### src/rtl/i2cm_pkg.sv
// shared types and constants of the i2c master bit engine
package i2cm_pkg;

    localparam int PHASE_W    = 10;
    localparam int ACK_W      = 8;
    localparam int BYTE_W     = 8;
    localparam int BITCNT_W   = 4;
    localparam int CFG_IDX_W  = 1;
    localparam int CFG_DATA_W = 10;

    localparam logic [PHASE_W-1:0] PHASE_TICKS_RST    = 10'd5;
    localparam logic [ACK_W-1:0]   ACK_WAIT_LIMIT_RST = 8'd250;

    localparam logic [CFG_IDX_W-1:0] CFG_PHASE_TICKS    = 1'd0;
    localparam logic [CFG_IDX_W-1:0] CFG_ACK_WAIT_LIMIT = 1'd1;

    localparam logic [1:0] CMD_START = 2'd0;
    localparam logic [1:0] CMD_STOP  = 2'd1;
    localparam logic [1:0] CMD_WRITE = 2'd2;
    localparam logic [1:0] CMD_READ  = 2'd3;

    typedef enum logic [2:0] {
        KIND_NONE,
        KIND_START,
        KIND_STOP,
        KIND_WRITE,
        KIND_READ
    } kind_t;

    // one classified tick as it waits in the queue
    typedef struct packed {
        logic              sda;
        kind_t             kind;
        logic [BYTE_W-1:0] tx;
        logic              ack;
    } tick_t;

    typedef struct packed {
        logic  valid;
        tick_t data;
    } tick_req_t;

    typedef struct packed {
        logic scl;
        logic sda;
        logic busy;
        logic done;
        logic [BYTE_W-1:0] rx;
        logic nack;
        logic timeout;
    } result_t;

endpackage

### src/rtl/i2cm_if.sv
// handshake channels for ticks in and results out
interface i2cm_in_if;
    logic       valid;
    logic       ready;
    logic       sda_in;
    logic       cmd_valid;
    logic [1:0] command;
    logic [7:0] tx_byte;
    logic       ack_to_send;

    modport source (output valid, sda_in, cmd_valid, command, tx_byte, ack_to_send,
                    input ready);
    modport sink (input valid, sda_in, cmd_valid, command, tx_byte, ack_to_send,
                  output ready);
endinterface

interface i2cm_out_if;
    logic       valid;
    logic       ready;
    logic       scl_out;
    logic       sda_out;
    logic       busy_res;
    logic       done_res;
    logic [7:0] rx_byte;
    logic       nack_seen;
    logic       timeout;

    modport source (output valid, scl_out, sda_out, busy_res, done_res, rx_byte,
                    nack_seen, timeout, input ready);
    modport sink (input valid, scl_out, sda_out, busy_res, done_res, rx_byte,
                  nack_seen, timeout, output ready);
endinterface

### src/rtl/i2cm_front.sv
// tick intake: classifies each item and holds it in a two-entry queue
module i2cm_front
(
    input  logic                clk,
    input  logic                rst_n,
    i2cm_in_if.sink             in_ch,
    output i2cm_pkg::tick_req_t q_req,
    input  logic                q_ready
);

    i2cm_pkg::tick_t entry_reg [2];
    logic            wr_ptr_reg;
    logic            rd_ptr_reg;
    logic [1:0]      count_reg;
    logic [1:0]      count_next;
    i2cm_pkg::tick_t tick;
    logic            push;
    logic            pop;

    always_comb
    begin
        tick.sda = in_ch.sda_in;
        tick.tx  = in_ch.tx_byte;
        tick.ack = in_ch.ack_to_send;
        if (!in_ch.cmd_valid)
        begin
            tick.kind = i2cm_pkg::KIND_NONE;
        end
        else
        begin
            case (in_ch.command)
                i2cm_pkg::CMD_START: tick.kind = i2cm_pkg::KIND_START;
                i2cm_pkg::CMD_STOP:  tick.kind = i2cm_pkg::KIND_STOP;
                i2cm_pkg::CMD_WRITE: tick.kind = i2cm_pkg::KIND_WRITE;
                default:             tick.kind = i2cm_pkg::KIND_READ;
            endcase
        end
    end

    assign in_ch.ready = (count_reg != 2'd2);
    assign push        = in_ch.valid && in_ch.ready;
    assign q_req.valid = (count_reg != 2'd0);
    assign q_req.data  = entry_reg[rd_ptr_reg];
    assign pop         = q_req.valid && q_ready;

    always_comb
    begin
        count_next = count_reg;
        if (push && !pop)
        begin
            count_next = count_reg + 2'd1;
        end
        else if (pop && !push)
        begin
            count_next = count_reg - 2'd1;
        end
    end

    always_ff @(posedge clk or negedge rst_n)
    begin
        if (!rst_n)
        begin
            wr_ptr_reg <= 1'b0;
            rd_ptr_reg <= 1'b0;
            count_reg  <= 2'd0;
        end
        else
        begin
            count_reg <= count_next;
            if (push)
            begin
                wr_ptr_reg <= ~wr_ptr_reg;
            end
            if (pop)
            begin
                rd_ptr_reg <= ~rd_ptr_reg;
            end
        end
    end

    always_ff @(posedge clk)
    begin
        if (push)
        begin
            entry_reg[wr_ptr_reg] <= tick;
        end
    end

endmodule

### src/rtl/i2cm_back.sv
// bus sequencer: steps once per queued tick and registers the result item
module i2cm_back
(
    input  logic                                 clk,
    input  logic                                 rst_n,
    input  i2cm_pkg::tick_req_t                  q_req,
    output logic                                 q_ready,
    input  logic                                 cfg_we,
    input  logic [i2cm_pkg::CFG_IDX_W-1:0]       cfg_idx,
    input  logic [i2cm_pkg::CFG_DATA_W-1:0]      cfg_data,
    i2cm_out_if.source                           out_ch
);

    typedef enum logic [3:0] {
        ST_IDLE,
        ST_START1,
        ST_START2,
        ST_STOP1,
        ST_STOP2,
        ST_TSTOP1,
        ST_TSTOP2,
        ST_WR_LOW1,
        ST_WR_HIGH,
        ST_WR_LOW2,
        ST_ACK_WAIT,
        ST_RD_LOW1,
        ST_RD_HIGH,
        ST_RD_LOW2
    } state_t;

    state_t                             state_reg, state_next;
    logic [i2cm_pkg::PHASE_W-1:0]       phase_reg, phase_next;
    logic [i2cm_pkg::BITCNT_W-1:0]      bitcnt_reg, bitcnt_next;
    logic [i2cm_pkg::BYTE_W-1:0]        shift_reg, shift_next;
    logic [i2cm_pkg::ACK_W-1:0]         ackcnt_reg, ackcnt_next;
    logic                               scl_reg, scl_next;
    logic                               sda_reg, sda_next;
    logic                               acklat_reg, acklat_next;
    logic [i2cm_pkg::PHASE_W-1:0]       phase_ticks_reg;
    logic [i2cm_pkg::ACK_W-1:0]         ack_limit_reg;
    logic                               out_valid_reg;
    i2cm_pkg::result_t                  res_reg, res_next;

    logic [i2cm_pkg::PHASE_W-1:0]       phase_len;
    logic [i2cm_pkg::ACK_W:0]           ack_inc;
    logic                               do_ack;
    logic                               step;
    i2cm_pkg::tick_t                    tk;

    assign tk        = q_req.data;
    assign q_ready   = !out_valid_reg || out_ch.ready;
    assign step      = q_req.valid && q_ready;
    assign phase_len = (phase_ticks_reg == '0) ? {{(i2cm_pkg::PHASE_W-1){1'b0}}, 1'b1}
                                               : phase_ticks_reg;
    assign ack_inc   = {1'b0, ackcnt_reg} + {{i2cm_pkg::ACK_W{1'b0}}, 1'b1};

    always_comb
    begin
        state_next  = state_reg;
        phase_next  = phase_reg;
        bitcnt_next = bitcnt_reg;
        shift_next  = shift_reg;
        ackcnt_next = ackcnt_reg;
        scl_next    = scl_reg;
        sda_next    = sda_reg;
        acklat_next = acklat_reg;
        res_next    = '0;
        do_ack      = 1'b0;

        if (state_reg == ST_IDLE)
        begin
            phase_next = {{(i2cm_pkg::PHASE_W-1){1'b0}}, 1'b1};
            case (tk.kind)
                i2cm_pkg::KIND_START:
                begin
                    sda_next   = 1'b1;
                    scl_next   = 1'b1;
                    state_next = ST_START1;
                end
                i2cm_pkg::KIND_STOP:
                begin
                    sda_next   = 1'b0;
                    scl_next   = 1'b1;
                    state_next = ST_STOP1;
                end
                i2cm_pkg::KIND_WRITE:
                begin
                    shift_next  = tk.tx;
                    bitcnt_next = '0;
                    ackcnt_next = '0;
                    sda_next    = tk.tx[i2cm_pkg::BYTE_W-1];
                    scl_next    = 1'b0;
                    state_next  = ST_WR_LOW1;
                end
                i2cm_pkg::KIND_READ:
                begin
                    shift_next  = '0;
                    bitcnt_next = '0;
                    acklat_next = tk.ack;
                    sda_next    = 1'b1;
                    scl_next    = 1'b0;
                    state_next  = ST_RD_LOW1;
                end
                default:
                begin
                    phase_next = phase_reg;
                end
            endcase
        end
        else if (state_reg == ST_ACK_WAIT)
        begin
            do_ack = 1'b1;
        end
        else if (phase_reg < phase_len)
        begin
            phase_next = phase_reg + {{(i2cm_pkg::PHASE_W-1){1'b0}}, 1'b1};
        end
        else
        begin
            phase_next = {{(i2cm_pkg::PHASE_W-1){1'b0}}, 1'b1};
            case (state_reg)
                ST_START1:
                begin
                    sda_next   = 1'b0;
                    state_next = ST_START2;
                end
                ST_START2:
                begin
                    scl_next      = 1'b0;
                    state_next    = ST_IDLE;
                    phase_next    = '0;
                    res_next.done = 1'b1;
                end
                ST_STOP1:
                begin
                    sda_next   = 1'b1;
                    state_next = ST_STOP2;
                end
                ST_STOP2:
                begin
                    state_next    = ST_IDLE;
                    phase_next    = '0;
                    res_next.done = 1'b1;
                end
                ST_TSTOP1:
                begin
                    sda_next   = 1'b1;
                    state_next = ST_TSTOP2;
                end
                ST_TSTOP2:
                begin
                    state_next       = ST_IDLE;
                    phase_next       = '0;
                    res_next.done    = 1'b1;
                    res_next.nack    = 1'b1;
                    res_next.timeout = 1'b1;
                end
                ST_WR_LOW1:
                begin
                    scl_next   = 1'b1;
                    state_next = ST_WR_HIGH;
                end
                ST_WR_HIGH:
                begin
                    if (bitcnt_reg[i2cm_pkg::BITCNT_W-1])
                    begin
                        do_ack = 1'b1;
                    end
                    else
                    begin
                        scl_next   = 1'b0;
                        state_next = ST_WR_LOW2;
                    end
                end
                ST_WR_LOW2:
                begin
                    shift_next  = {shift_reg[i2cm_pkg::BYTE_W-2:0], 1'b0};
                    bitcnt_next = bitcnt_reg + {{(i2cm_pkg::BITCNT_W-1){1'b0}}, 1'b1};
                    // release sda for the acknowledge slot after the last bit
                    sda_next    = bitcnt_next[i2cm_pkg::BITCNT_W-1] ? 1'b1
                                  : shift_reg[i2cm_pkg::BYTE_W-2];
                    state_next  = ST_WR_LOW1;
                end
                ST_RD_LOW1:
                begin
                    scl_next   = 1'b1;
                    state_next = ST_RD_HIGH;
                end
                ST_RD_HIGH:
                begin
                    if (!bitcnt_reg[i2cm_pkg::BITCNT_W-1])
                    begin
                        shift_next = {shift_reg[i2cm_pkg::BYTE_W-2:0], tk.sda};
                    end
                    scl_next   = 1'b0;
                    state_next = ST_RD_LOW2;
                end
                ST_RD_LOW2:
                begin
                    if (bitcnt_reg[i2cm_pkg::BITCNT_W-1])
                    begin
                        state_next    = ST_IDLE;
                        phase_next    = '0;
                        res_next.done = 1'b1;
                        res_next.rx   = shift_reg;
                    end
                    else
                    begin
                        bitcnt_next = bitcnt_reg + {{(i2cm_pkg::BITCNT_W-1){1'b0}}, 1'b1};
                        if (bitcnt_next[i2cm_pkg::BITCNT_W-1])
                        begin
                            sda_next = acklat_reg;
                        end
                        state_next = ST_RD_LOW1;
                    end
                end
                default:
                begin
                    state_next = ST_IDLE;
                    phase_next = '0;
                end
            endcase
        end

        // acknowledge sample, shared by the first sample and the wait ticks
        if (do_ack)
        begin
            if (!tk.sda)
            begin
                scl_next      = 1'b0;
                state_next    = ST_IDLE;
                phase_next    = '0;
                res_next.done = 1'b1;
            end
            else if (ack_inc > {1'b0, ack_limit_reg})
            begin
                sda_next   = 1'b0;
                state_next = ST_TSTOP1;
                phase_next = {{(i2cm_pkg::PHASE_W-1){1'b0}}, 1'b1};
            end
            else
            begin
                ackcnt_next = ack_inc[i2cm_pkg::ACK_W-1:0];
                state_next  = ST_ACK_WAIT;
                phase_next  = '0;
            end
        end

        res_next.scl  = scl_next;
        res_next.sda  = sda_next;
        res_next.busy = (state_next != ST_IDLE);
    end

    always_ff @(posedge clk or negedge rst_n)
    begin
        if (!rst_n)
        begin
            state_reg       <= ST_IDLE;
            phase_reg       <= '0;
            bitcnt_reg      <= '0;
            shift_reg       <= '0;
            ackcnt_reg      <= '0;
            scl_reg         <= 1'b1;
            sda_reg         <= 1'b1;
            acklat_reg      <= 1'b0;
            phase_ticks_reg <= i2cm_pkg::PHASE_TICKS_RST;
            ack_limit_reg   <= i2cm_pkg::ACK_WAIT_LIMIT_RST;
            out_valid_reg   <= 1'b0;
            res_reg         <= '0;
        end
        else
        begin
            if (cfg_we)
            begin
                case (cfg_idx)
                    i2cm_pkg::CFG_PHASE_TICKS:
                        phase_ticks_reg <= cfg_data[i2cm_pkg::PHASE_W-1:0];
                    i2cm_pkg::CFG_ACK_WAIT_LIMIT:
                        ack_limit_reg <= cfg_data[i2cm_pkg::ACK_W-1:0];
                    default:
                        ack_limit_reg <= ack_limit_reg;
                endcase
            end
            if (step)
            begin
                state_reg     <= state_next;
                phase_reg     <= phase_next;
                bitcnt_reg    <= bitcnt_next;
                shift_reg     <= shift_next;
                ackcnt_reg    <= ackcnt_next;
                scl_reg       <= scl_next;
                sda_reg       <= sda_next;
                acklat_reg    <= acklat_next;
                res_reg       <= res_next;
                out_valid_reg <= 1'b1;
            end
            else if (out_ch.ready)
            begin
                out_valid_reg <= 1'b0;
            end
        end
    end

    assign out_ch.valid     = out_valid_reg;
    assign out_ch.scl_out   = res_reg.scl;
    assign out_ch.sda_out   = res_reg.sda;
    assign out_ch.busy_res  = res_reg.busy;
    assign out_ch.done_res  = res_reg.done;
    assign out_ch.rx_byte   = res_reg.rx;
    assign out_ch.nack_seen = res_reg.nack;
    assign out_ch.timeout   = res_reg.timeout;

endmodule

### src/rtl/i2c_master_bit_engine.sv
// top level of the i2c master bit engine: tick intake, queue and bus sequencer
//
//  channel   dir   handshake          carries
//  in_ch     in    valid/ready        sda_in, cmd_valid, command, tx_byte, ack_to_send
//  out_ch    out   valid/ready        scl_out, sda_out, busy_res, done_res, rx_byte,
//                                     nack_seen, timeout
//  cfg       in    cfg_we             cfg_idx, cfg_data (phase_ticks, ack_wait_limit)
//
// one tick item in and one result item out per clock, sustained while out_ch is ready
// an item is registered in the intake queue and then again in the result register
// one sequencer step per clock while step is high, through a single state update path
// reset clears the queue, the sequencer and the result register; no clearing pass
// a stalled output holds the result register, the queue absorbs up to two further items
module i2c_master_bit_engine
(
    input  logic                                 clk,
    input  logic                                 rst_n,
    i2cm_in_if.sink                              in_ch,
    i2cm_out_if.source                           out_ch,
    input  logic                                 cfg_we,
    input  logic [i2cm_pkg::CFG_IDX_W-1:0]       cfg_idx,
    input  logic [i2cm_pkg::CFG_DATA_W-1:0]      cfg_data
);

    i2cm_pkg::tick_req_t q_req;
    logic                q_ready;

    i2cm_front u_front
    (
        .clk     (clk),
        .rst_n   (rst_n),
        .in_ch   (in_ch),
        .q_req   (q_req),
        .q_ready (q_ready)
    );

    i2cm_back u_back
    (
        .clk      (clk),
        .rst_n    (rst_n),
        .q_req    (q_req),
        .q_ready  (q_ready),
        .cfg_we   (cfg_we),
        .cfg_idx  (cfg_idx),
        .cfg_data (cfg_data),
        .out_ch   (out_ch)
    );

    // a timeout always closes the write with a no-acknowledge
    a_timeout_nack: assert property (@(posedge clk) disable iff (!rst_n)
        out_ch.valid && out_ch.timeout |-> out_ch.nack_seen && out_ch.done_res)
        else $error("timeout without nack and done");

    // a completing item leaves the sequencer idle
    a_done_not_busy: assert property (@(posedge clk) disable iff (!rst_n)
        out_ch.valid && out_ch.done_res |-> !out_ch.busy_res)
        else $error("done while still busy");

    // read data only shows on the completing item
    a_rx_only_done: assert property (@(posedge clk) disable iff (!rst_n)
        out_ch.valid && (out_ch.rx_byte != 8'd0) |-> out_ch.done_res)
        else $error("rx byte outside completion");

    // the queue can never be full while the result side drains every cycle
    a_queue_drains: assert property (@(posedge clk) disable iff (!rst_n)
        out_ch.ready && $past(out_ch.ready) && $past(out_ch.ready, 2) |-> in_ch.ready)
        else $error("intake stalled with free result side");

endmodule

### src/flat_wrapper.sv
// flat-port wrapper written by rule: the top's interface ports become plain ports
module i2c_master_bit_engine_flat 
  (clk, rst_n, cfg_we, cfg_idx, cfg_data, in_ch_valid, in_ch_sda_in, in_ch_cmd_valid, in_ch_command, in_ch_tx_byte, in_ch_ack_to_send, in_ch_ready, out_ch_valid, out_ch_scl_out, out_ch_sda_out, out_ch_busy_res, out_ch_done_res, out_ch_rx_byte, out_ch_nack_seen, out_ch_timeout, out_ch_ready);
  i2cm_in_if in_ch_i ();
  i2cm_out_if out_ch_i ();
  input  logic clk;
  input  logic rst_n;
  input  logic cfg_we;
  input  logic [i2cm_pkg::CFG_IDX_W-1:0] cfg_idx;
  input  logic [i2cm_pkg::CFG_DATA_W-1:0] cfg_data;
  input wire logic [$bits(in_ch_i.valid)-1:0] in_ch_valid;
  input wire logic [$bits(in_ch_i.sda_in)-1:0] in_ch_sda_in;
  input wire logic [$bits(in_ch_i.cmd_valid)-1:0] in_ch_cmd_valid;
  input wire logic [$bits(in_ch_i.command)-1:0] in_ch_command;
  input wire logic [$bits(in_ch_i.tx_byte)-1:0] in_ch_tx_byte;
  input wire logic [$bits(in_ch_i.ack_to_send)-1:0] in_ch_ack_to_send;
  output wire logic [$bits(in_ch_i.ready)-1:0] in_ch_ready;
  output wire logic [$bits(out_ch_i.valid)-1:0] out_ch_valid;
  output wire logic [$bits(out_ch_i.scl_out)-1:0] out_ch_scl_out;
  output wire logic [$bits(out_ch_i.sda_out)-1:0] out_ch_sda_out;
  output wire logic [$bits(out_ch_i.busy_res)-1:0] out_ch_busy_res;
  output wire logic [$bits(out_ch_i.done_res)-1:0] out_ch_done_res;
  output wire logic [$bits(out_ch_i.rx_byte)-1:0] out_ch_rx_byte;
  output wire logic [$bits(out_ch_i.nack_seen)-1:0] out_ch_nack_seen;
  output wire logic [$bits(out_ch_i.timeout)-1:0] out_ch_timeout;
  input wire logic [$bits(out_ch_i.ready)-1:0] out_ch_ready;
  assign in_ch_i.valid = in_ch_valid;
  assign in_ch_i.sda_in = in_ch_sda_in;
  assign in_ch_i.cmd_valid = in_ch_cmd_valid;
  assign in_ch_i.command = in_ch_command;
  assign in_ch_i.tx_byte = in_ch_tx_byte;
  assign in_ch_i.ack_to_send = in_ch_ack_to_send;
  assign in_ch_ready = in_ch_i.ready;
  assign out_ch_valid = out_ch_i.valid;
  assign out_ch_scl_out = out_ch_i.scl_out;
  assign out_ch_sda_out = out_ch_i.sda_out;
  assign out_ch_busy_res = out_ch_i.busy_res;
  assign out_ch_done_res = out_ch_i.done_res;
  assign out_ch_rx_byte = out_ch_i.rx_byte;
  assign out_ch_nack_seen = out_ch_i.nack_seen;
  assign out_ch_timeout = out_ch_i.timeout;
  assign out_ch_i.ready = out_ch_ready;
  i2c_master_bit_engine u_core (.clk(clk), .rst_n(rst_n), .in_ch(in_ch_i), .out_ch(out_ch_i), .cfg_we(cfg_we), .cfg_idx(cfg_idx), .cfg_data(cfg_data));
endmodule
### config.mk
export PLATFORM = sky130hd
export DESIGN_NAME = i2c_master_bit_engine_flat
export DESIGN_NICKNAME = d
export VERILOG_FILES = /design/src/rtl/i2cm_pkg.sv /design/src/rtl/i2cm_if.sv /design/src/rtl/i2cm_front.sv /design/src/rtl/i2cm_back.sv /design/src/rtl/i2c_master_bit_engine.sv /design/src/flat_wrapper.sv
export SDC_FILE = /design/constraint.sdc
export NUM_CORES = 1
export LEC_CHECK = 0
export BUFFER_PORTS_ARGS = -buffer_cell sky130_fd_sc_hd__buf_2
export CAP_MARGIN = 40
export CORE_MARGIN = 2
export CORE_UTILIZATION = 59
export CTS_CLUSTER_DIAMETER = 150
export DETAILED_ROUTE_END_ITERATION = 10
export GPL_TIMING_DRIVEN = 0
export PLACE_DENSITY = 0.83
export SLEW_MARGIN = 20
export SYNTH_ARGS = -nofsm -noshare
export SYNTH_HDL_FRONTEND = slang
export SYNTH_SLANG_ARGS = --single-unit
### constraint.sdc
create_clock -name clk -period 3.3 [get_ports clk]
set_clock_uncertainty 0.2 [all_clocks]
set_input_delay 0.165 -clock clk [delete_from_list [all_inputs] [get_ports clk]]
set_output_delay 0.165 -clock clk [all_outputs]
set_load 0.01 [all_outputs]
* After elaboration in Yosys (flattened, before gate mapping) *
Memories as Yosys holds them, arrays and structs flattened.
Cells that the tools add are included.
W data, S select, Z words.

storage, ports and cells
  memories kept = 1
  register bits after elaboration = 74
  RAM bits = 26
  output and inout port bits = 16
  input port bits = 29

cells by class
  $lt $le $gt $ge = 2
  bitwise gates (word level) = 3
  reduce and logical (&&, ||, !) cells = 33
  equal/unequal tests = 28
  mux-type cells = 78
  add/subtract/negate cells = 5

memories
  name                      words  width  rd ports  clocked after Yosys merged registers in  wr ports  line              RTL
  u_core.u_front.entry_reg  2      13     1         0                                        1         i2cm_front.sv:11  i2cm_pkg::tick_t entry_reg [2];

operator list
  kind                     count
  $mux W8                  10
  $mux W10                 6
  $mux W4                  13
  $pmux W4 S9              1
  $mux W11                 3
  $pmux W8 S2              2
  $mux W1                  29
  $eq A4 B4 Y1 const B     6
  $eq A4 B3 Y1 const B     4
  $pmux W4 S4              1
  $ne A3 B3 Y1 const B     4
  $reduce_and A6 Y1        2
  $reduce_or A2 Y1         6
  $add A10 B1 Y10 const B  1
  $logic_not A10 Y1        1
  $lt A10 B10 Y1           1
  $add A8 B1 Y9 const B    1
  $gt A9 B8 Y1             1
  $mux W9                  1
  $pmux W3 S3              1
  $eq A4 B2 Y1 const B     2
  $ne A2 B2 Y1 const B     4
  $pmux W4 S2              1
  $reduce_or A8 Y1         1
  29 further kinds         47

* Longest topological paths before layout *
Gate-level depths: netlist of run 1.

  word-level depth = 10
  mapped depth = 12
  gate-level depth less buffers = 12

* By module *
A second synthesis of run 1 with hierarchy kept.

second synthesis, totals
  cell total of the unflattened synthesis = 529
  area, all modules = 5450.2 sq um

modules (own cells, without submodules)
  module      cells an instance  times used  area each (sq um)  sequential area each (sq um)
  i2cm_back   462                1           4236.6             1739.2
  i2cm_front  67                 1           1213.7             880.8

* Least setup slack after synthesis of run 1 *
Ideal clock, no wire load.

  kind = register to register
  start = reg u_core.u_back.ackcnt_reg[2] (netlist name)
  end = reg u_core.u_back.ackcnt_reg[0] (netlist name)
  path buffers = 0
  stages on the path, launching flop included = 13
  library setup time = 0.125 ns
  period minus slack after synthesis = 3.052 ns
  required time = 2.975 ns
  data arrival time = 2.728 ns
  setup slack = 0.248 ns
  path through = dfrtp_1 and3_1 and3_1 nand3_1 xnor2_1 ha_1 nand4_1 or2_1 and2_1 a2111oi_2 o21ai_2 a21o_1 mux2_2

on the way
  cells in the longest elaborated chain, start to end = 5

ends and longest elaborated chain
  what                      line              RTL
  start: declaration        i2cm_back.sv:35   logic [i2cm_pkg::ACK_W-1:0] ackcnt_reg, ackcnt_next;
  start signal: assignment  i2cm_back.sv:290  ackcnt_reg <= ackcnt_next;
  $add A8 B1 Y9             i2cm_back.sv:55   assign ack_inc = {1'b0, ackcnt_reg} + {{i2cm_pkg::ACK_W{1'b0}}, 1'b1};
  $gt A9 B8 Y1              i2cm_back.sv:235  else if (ack_inc > {1'b0, ack_limit_reg})
  $mux W8                   i2cm_back.sv:235
  $mux W8                   i2cm_back.sv:228  if (!tk.sda)
  $mux W8                   i2cm_back.sv:226  if (do_ack)

No other way between the ends.
A chain may end at the register's enable or synchronous reset.

* Worst setup path in the final report of run 1 *
  start = reg u_core.u_back.ackcnt_reg[4] (netlist name)
  end = reg u_core.u_back.ackcnt_reg[0] (netlist name)

The elaborated chain is that of the path after synthesis.

==> results.md, run 1 <==
Logic synthesis:
- The number of flops mapped to enable cells by yosys is 26.
- Among all flip-flop cells after synthesis, the most frequent one is sky130_fd_sc_hd__dfrtp_1.
- The combined area of all synthesized cells is about 5300 um^2.
- The mean instance size in the synthesized netlist is between 10 and 15 um^2.
- Of all flip-flops after synthesis, the portion carrying an async set or reset was 0.737.
- The register area share after synthesis is 0.490.
- The Yosys step of the flow raised 0 warnings.
- In this run, distinct cell masters in the synthesized netlist total 67.
- The gate count after technology mapping is 527.
- The number of register bits inferred by synthesis is 99.
- When the netlist entered floorplanning its net count stood at roughly 580.

Layout:
- The layout has 639 filler cells.
- At the end of the flow, the number of nets in the layout was 670.
- The finished layout holds around 730 standard cells, fillers aside.
- The synthesis-to-layout area growth is 17.5%.
- The number of flip-flops under the largest register name is 26.
- The most common cell after layout, fill and taps aside is sky130_fd_sc_hd__dfrtp_1.
- 0 antenna diodes ended up in the layout.
- In the layout the commonest cells are sky130_fd_sc_hd__dfrtp_1 (63), sky130_fd_sc_hd__buf_2 (51), sky130_fd_sc_hd__nand2_1 (44).
- The share of post-route cells with drive strength above 1 is 0.205.

Min path:
- The path class of the tightest hold or removal check is in2reg.

Placement:
- Detailed placement finished with a half-perimeter wire length of a little under 9 mm.
- In this run the tool buffered the top-level ports with 44 buffer cells.
- The cell total after placement is 681.
- The worst setup slack before clock tree synthesis is -0.108 ns.
- The congestion estimate from routability-driven global placement came to ~0.96.

Floorplan:
- The area of the placeable core is a little under 9000 um^2.
- The die is slightly below 100 um tall.
- For this configuration, the core starts out at a cell density of 0.610.
- For this design the top-level I/O count stands at 45.
- The die covers between 9000 and 10,000 um^2.
- The cell row count is 34.
- The die outline width is 99.2 um.

Setup path:
- For the worst setup path, the data required time is between 3 and 4 ns.
- The launching element type of the critical path is a register.
- In this run the worst path has a maximum fanout of 8.
- STA classifies the critical path endpoint as a register.
- For the worst setup path, the data arrival time is ~3.3 ns.
- The startpoint-to-endpoint class of the critical path is reg2reg.
- The slack of the worst reg-to-reg path is between 0.08 and 0.09 ns.

Power:
- The design draws 3.93 mW.
- For this design the ratio of total power to cell area is 625 nW/um^2.
- IR analysis of the VDD net gives a maximum drop of 447 uV.
- The leakage power total is about 2.8 nW.

Clock network:
- The clock root buffer master is sky130_fd_sc_hd__clkbuf_8.
- Counting along the longest clock path gives a buffer depth of 2.
- The clock reaches the later pin of the worst-skew pair after roughly 0.4 ns.
- The H-tree generated during clock tree synthesis spans 3 levels.
- The clock drives 99 sinks.
- The post-CTS clock slew at the launch and capture registers of the worst setup and hold paths is between 0.1 and 0.15 ns.
- Counting the buffers created by CTS gives 9.
- The CTS tree is done.

Routing:
- The wire length per cell is roughly 18 um.
- The detailed-route via count is 4,440.
- The violation count after the first detailed-route iteration is ~330.
- The pre-antenna-repair detailed-routing pass consisted of 5 iterations.
- The total wirelength of the detailed-routed design is about 13 mm.
- The number of remaining DRC errors is 0.
- The detail-routed via count per cell is 6.09.
- The detail route stage leaves a number of antenna-violating nets equal to 0.

STA:
- Derived from the worst setup path, the maximum achievable clock frequency is between 0.3 and 0.4 GHz.
- The worst hold margin is about 0.06 ns.
- Setup violations remaining at the end of the flow were counted as 0.
- Dividing the final minimum period by the clock period gives 0.975.
- After routing, the total negative slack on setup checks comes to 0 ns.
- The number of hold violations in the final report is 0.
- The worst pin sits at a relative slew slack of 0.509.
- The number of pins with negative max-slew slack in the final report is 0.
- Across all setup checks in the final design, the least slack found is between 0.08 and 0.09 ns.
- Subtracting the final worst setup slack from the clock period gives between 3 and 4 ns.
- The actual transition at the worst max-transition pin is a little over 0.7 ns.

Status:
- The run finished with clean final reports.

GRT:
- For this run the aggregate overflow at the end of global routing stands at 0.
- The number of global-route vias before repair is between 4,000 and 5,000.
- The initial antenna violation count came to 0.
- The overall track demand over capacity in global routing is 0.269.
- The first-pass GRT wire length is between 20 and 25 mm.
- The pin count of the biggest net entering global routing is 38.

Run:
- The number of max-cap violations is 0.
-- kinds of logic after synthesis --
kind of cell,Yosys count,share of synthesized area
multiplexers,26,0.0519
flip-flops,99,0.490
XOR/XNOR,13,0.0213
adder cells (fa/ha/maj),26,0.0604
AO/OA/AOI/OAI,133,0.167
buffers and inverters,50,0.0398
AND/OR/NAND/NOR,180,0.169
-- per-stage QoR --
stage          area [um^2]  utilization
2_1_floorplan         5350            -
3_3_place_gp          5700        0.651
3_5_place_dp          5730        0.654
4_1_cts               6220        0.709
5_1_grt               6280        0.717
6_report              6280        0.717
-- cells in the mapped netlist, types with 3 or more instances --
| cell | n | share of area |
|---|---|---|
| sky130_fd_sc_hd__o21a_1 | 4 | 0.0056 |
| sky130_fd_sc_hd__o22ai_1 | 3 | 0.0035 |
| sky130_fd_sc_hd__edfxtp_1 | 26 | 0.15 |
| sky130_fd_sc_hd__a22o_1 | 13 | 0.021 |
| sky130_fd_sc_hd__o21ai_0 | 31 | 0.029 |
| sky130_fd_sc_hd__dfstp_2 | 10 | 0.049 |
| sky130_fd_sc_hd__nor3_1 | 7 | 0.0066 |
| sky130_fd_sc_hd__nand2_1 | 44 | 0.031 |
| sky130_fd_sc_hd__a21oi_1 | 25 | 0.023 |
| sky130_fd_sc_hd__nand2b_1 | 13 | 0.015 |
| sky130_fd_sc_hd__a31oi_1 | 7 | 0.0082 |
| sky130_fd_sc_hd__xor2_1 | 6 | 0.0098 |
| sky130_fd_sc_hd__clkbuf_1 | 10 | 0.0070 |
| sky130_fd_sc_hd__a21o_1 | 8 | 0.011 |
| sky130_fd_sc_hd__mux2_2 | 13 | 0.027 |
| sky130_fd_sc_hd__nor2_1 | 42 | 0.029 |
| sky130_fd_sc_hd__a211oi_1 | 5 | 0.0070 |
| sky130_fd_sc_hd__nand4_1 | 6 | 0.0070 |
| sky130_fd_sc_hd__a221oi_1 | 3 | 0.0049 |
| sky130_fd_sc_hd__dfrtp_1 | 63 | 0.29 |
| sky130_fd_sc_hd__ha_1 | 25 | 0.058 |
| sky130_fd_sc_hd__xnor2_1 | 7 | 0.011 |
| sky130_fd_sc_hd__nor4_1 | 3 | 0.0035 |
| sky130_fd_sc_hd__mux2i_1 | 12 | 0.022 |
| sky130_fd_sc_hd__inv_1 | 27 | 0.019 |
| sky130_fd_sc_hd__o211ai_1 | 3 | 0.0042 |
| sky130_fd_sc_hd__and2_1 | 5 | 0.0058 |
| sky130_fd_sc_hd__o21ai_1 | 10 | 0.0094 |
| sky130_fd_sc_hd__nand3_1 | 24 | 0.022 |
| sky130_fd_sc_hd__or3_1 | 4 | 0.0047 |
| sky130_fd_sc_hd__and3_1 | 13 | 0.015 |
| sky130_fd_sc_hd__o31ai_1 | 3 | 0.0042 |
| sky130_fd_sc_hd__nor2b_1 | 4 | 0.0047 |
| sky130_fd_sc_hd__buf_2 | 8 | 0.0075 |
-- critical path, stage by stage (launching register included) --
cell	delay [ns]
sky130_fd_sc_hd__dfrtp_1	0.40
sky130_fd_sc_hd__and3_4	0.20
sky130_fd_sc_hd__and3_4	0.20
sky130_fd_sc_hd__nand3_2	0.09
sky130_fd_sc_hd__xnor2_2	0.17
sky130_fd_sc_hd__ha_1	0.30
sky130_fd_sc_hd__nand4_1	0.09
sky130_fd_sc_hd__or2_4	0.26
sky130_fd_sc_hd__and2_4	0.17
sky130_fd_sc_hd__a2111oi_4	0.32
sky130_fd_sc_hd__o21ai_2	0.15
sky130_fd_sc_hd__a21o_4	0.29
sky130_fd_sc_hd__mux2_2	0.27
-- worst paths after layout --
path	start	depth (start not counted)	end
max	u_core.u_back.ackcnt_reg[4]	12	u_core.u_back.ackcnt_reg[0]
min	in_ch_command[0]	3	u_core.u_front.entry_reg[0][9]
max reg2reg	u_core.u_back.ackcnt_reg[4]	12	u_core.u_back.ackcnt_reg[0]
min reg2reg	u_core.u_front.count_reg[1]	1	u_core.u_front.count_reg[1]
max in group asynchronous	rst_n	3	u_core.u_back.scl_reg
min in group asynchronous	rst_n	2	u_core.u_back.ackcnt_reg[1]
-- power breakdown --
group	leakage, nW	switching [mW]	total [mW]	internal (mW)
Combinational	1.52	0.882	1.45	0.571
Clock	0.101	0.492	0.793	0.301
Sequential	1.14	0.164	1.68	1.52
-- layer usage --
layer / wire length, um / global-route usage / part of all wire
met1: 5280 / 0.327 / 0.41
met2: 6500 / 0.475 / 0.51
met4: 377 / 0.104 / 0.030
met5: 0 / 0 / 0
met3: 622 / 0.0492 / 0.049
-- cell type report --
class	count	area (um^2)	area share
plain buffers	21	104	0.0165
clock buffers	9	124	0.0197
clock inverters	7	73.8	0.0117
inverters	29	109	0.0173
multi-input cells	378	2570	0.409
flip-flops and latches	99	2620	0.417
well taps	108	135	0.0215
repair buffers	78	551	0.0876
-- repair_timing --
| item | 4_1_cts | 5_1_grt |
|---|---|---|
| endpoints found under the hold margin | 117 | 0 |
| pin swaps | 0 | 6 |
| gates resized for setup | 1 | 10 |
| endpoints found under the setup margin | 8 | 12 |
| buffers inserted | 6 | 2 |
| hold buffers | 24 | 0 |
| gates cloned | 0 | 0 |
(Power assumes the default switching activity.)
==> run 2, diff against run 1 <==
--- a/config.mk
+++ b/config.mk
@@ -10,3 +10,3 @@
 export CORE_MARGIN = 2
-export CORE_UTILIZATION = 59
+export CORE_UTILIZATION = 47
 export CTS_CLUSTER_DIAMETER = 150
@@ -14,3 +14,3 @@
 export GPL_TIMING_DRIVEN = 0
-export PLACE_DENSITY = 0.83
+export PLACE_DENSITY = 0.69
 export SLEW_MARGIN = 20
==> constraint.sdc (replaced) <==
create_clock -name clk -period 3.3 [get_ports clk]
set_clock_uncertainty 0.2 [all_clocks]
set_input_delay 0.66 -clock clk [delete_from_list [all_inputs] [get_ports clk]]
set_output_delay 0.66 -clock clk [all_outputs]
set_load 0.01 [all_outputs]
==> results.md, run 2 (synthesis gave the netlist of run 1 again) <==
STA:
- The upper clock frequency limit is roughly 0.31 GHz.
- Setup violations remaining at the end of the flow were counted as 0.
- Counting I/O delays and the setup requirement, the final critical path takes ~3.2 ns.
- Dividing the final minimum period by the clock period gives 0.972.
- The number of pins with negative max-slew slack in the final report was 0.
- The actual transition at the worst max-transition pin is roughly 0.83 ns.
- The setup slack after layout is ~0.09 ns.
- In this run the tightest slew margin relative to its limit is 0.441.
- The number of hold violations in the final report was 0.

Setup path:
- Of all nets on the critical path, the largest fanout is 8.
- Counting cells, the worst reg-to-reg path comes to 10.
- The startpoint-to-endpoint class of the critical path is reg2reg.
- The required time at the worst-slack endpoint is 3.34 ns.
- For flop-to-flop paths, the worst setup slack is between 0.09 and 0.1 ns.
- Walking the worst path, the cells encountered are ha_2 > nand3_1 > xnor2_1 > ha_1 > a2111oi_2 > a21oi_2 > a2111oi_4 > o21ai_2 > a21o_4 > mux2_2.
- The endpoint of the lowest-slack register-to-register path is u_core.u_back.ackcnt_reg[0].
- The library cell contributing the largest single delay on the critical path is sky130_fd_sc_hd__a2111oi_2.
- The launching element type of the critical path is a register.
- STA classifies the critical path endpoint as a register.
- The reg-to-reg startpoint is u_core.u_back.ackcnt_reg[0].
- Data on the critical path arrives at its endpoint at roughly 3.3 ns.
- In this design, the stage delay of the slowest critical-path cell is ~0.48 ns.

GRT:
- The initial antenna violation count is 0.
- The global-route congestion overflow total is 0.
- The pin count of the biggest net entering global routing is 38.
- The number of global-route vias before repair is approximately 4,200.
- The overall track demand over capacity in global routing is 0.205.
- The first global-routing pass estimated slightly above 20 mm of wire.

Floorplan:
- The height of the die is approximately 110 um.
- The cell row count is 38.
- After floorplanning, the core was sized to cover ~11,000 um^2.
- The die outline width is ~110 um.
- In this run the count of I/O pins placed on the die edge is 45.
- The effective utilization at floorplan is 0.487.
- The die footprint is between 10,000 and 15,000 um^2.

Layout:
- The share of post-route cells with drive strength above 1 is 0.222.
- In the layout the commonest cells are sky130_fd_sc_hd__dfrtp_1 (61), sky130_fd_sc_hd__buf_2 (51), sky130_fd_sc_hd__nand2_1 (44).
- Compared with the post-synthesis result, the final layout area differs by 15.8%.
- The register with the most flip-flops in the layout has 26 of them.
- For this run, the post-layout net count is 647.
- The number of standard cells in the layout, taps in and fillers out is between 700 and 800.
- The most common cell after layout, fill and taps aside is sky130_fd_sc_hd__dfrtp_1.
- The number of antenna diodes in the final layout is 0.

Routing:
- The detailed-route via count is roughly 4,200.
- The number of remaining DRC errors is 0.
- The first-pass detailed-route iteration total is 5.
- The number of nets with antenna violations after routing is 0.
- Dividing the detail-routed via count by the number of cells gives approximately 5.7.
- The final layout contains routed wiring with a total length of about 12 mm.
- The violation count after the first detailed-route iteration is around 470.
- The wire length per cell is roughly 17 um.

Placement:
- The final HPWL from detailed placement is 8.97 mm.
- Once placement completed, the tool counted placed cells totaling 713.
- The final weighted congestion of routability-driven global placement is between 0.9 and 1.
- The count of buffers inserted at the top-level ports is 44.
- Before CTS, the worst setup slack after placement is -0.117 ns.

Clock network:
- The clock net in this run drives a total of between 90 and 100 sinks.
- Clock latency on the worst-skew pair, taken at its later pin, is approximately 0.35 ns.
- The tree is rooted in a sky130_fd_sc_hd__clkbuf_16.
- TritonCTS created 9 clock buffers.
- Clock-pin slew was measured on the worst setup and hold paths at approximately 0.070 ns.
- The quantity of hold-fixing buffers added after cts is 0.
- Counting along the longest clock path gives a buffer depth of 2.
- TritonCTS built the clock tree.
- In this run the number of H-tree levels came out at 3.

Power:
- VDD sags by at most between 600 and 700 uV.
- The internal power is 2.60 mW.
- The leakage power total is around 2.7 nW.
- The clock network fraction of total power is 0.246.
- In this run the power density over the cells is around 670 nW/um^2.
- Of the total power, combinational logic draws 0.346.
- Of the total power, registers draw 0.408.
- The net load switching power is around 1.5 mW.
- Of the total power, the share spent switching nets is 0.370.
- Overall power consumption after layout is estimated at about 4 mW.

Min path:
- The class of the worst hold path is in2async.

Run:
- The number of max-cap violations is 0.

Status:
- The flow ran to the end, and the final reports show no timing, DRC or antenna violations.
-- run 2: power by group through the flow --
stage / combinational, mW / clock, mW / sequential (mW)
after floorplan: 1.00 / 0 / 1.67
after global placement: 1.33 / 0 / 1.70
after detailed placement: 1.37 / 0 / 1.71
after CTS: 1.38 / 1.04 / 1.68
after global routing: 1.59 / 1.09 / 1.71
final: 1.43 / 1.01 / 1.68
-- run 2: final cells by class --
| cell class | count | area (um^2) |
|---|---|---|
| plain buffers | 21 | 104 |
| clock buffers | 9 | 225 |
| clock inverters | 7 | 57.6 |
| fillers | 984 | 4790 |
| inverters | 29 | 109 |
| multi-input cells | 378 | 2580 |
| flip-flops and latches | 99 | 2620 |
| well taps | 140 | 175 |
| repair buffers | 55 | 318 |
-- run 2: how the worst max path moves through the flow --
stage	from	end	slack, ns
2_1_floorplan	u_core.u_back.ackcnt_reg[2]	u_core.u_back.ackcnt_reg[0]	0.25
3_3_place_gp	u_core.u_back.ackcnt_reg[0]	u_core.u_back.ackcnt_reg[0]	-0.08
3_5_place_dp	u_core.u_back.ackcnt_reg[0]	u_core.u_back.ackcnt_reg[0]	-0.12
4_1_cts	u_core.u_back.ackcnt_reg[2]	u_core.u_back.ackcnt_reg[0]	-0.003
5_1_grt	u_core.u_back.ackcnt_reg[0]	u_core.u_back.ackcnt_reg[0]	-0.08
6_report	u_core.u_back.ackcnt_reg[0]	u_core.u_back.ackcnt_reg[0]	0.09
-- run 2: metrics by stage --
stage / area (um^2) / utilization / hold WS (ns) / TNS, ns
finish: 6190 / 0.564 / 0.0611 / 0
CTS: 6090 / 0.554 / 0.0729 / -0.00286
global placement: 5740 / 0.523 / 0.274 / -0.0892
global route: 6190 / 0.564 / 0.0999 / -0.184
floorplan: 5350 / - / 0.164 / 0
detailed placement: 5770 / 0.526 / 0.282 / -0.371
-- run 2: metal layers --
metal  vias up  track usage  wire length (um)
met4         0       0.0775               246
met3        22       0.0492               616
li1       2036            -                 -
met1      2018        0.260              5470
met2       124        0.340              5930
met5         -            0                 0
-- run 2: critical path, delay by kind of cell, from the launching register on --
| kind | cells | cell delay, ns |
|---|---|---|
| AOI/OAI and AO/OA | 5 | 1.41 |
| adders and majority gates | 2 | 0.52 |
| muxes | 1 | 0.26 |
| xor gates and xnor gates | 1 | 0.20 |
| DFF | 1 | 0.40 |
| and+or+nand+nor | 1 | 0.10 |
-- run 2: repair_timing --
item	4_1_cts	5_1_grt
setup buffers	2	7
endpoints found under the setup margin	10	12
pin swaps	0	6
resized for setup	4	13
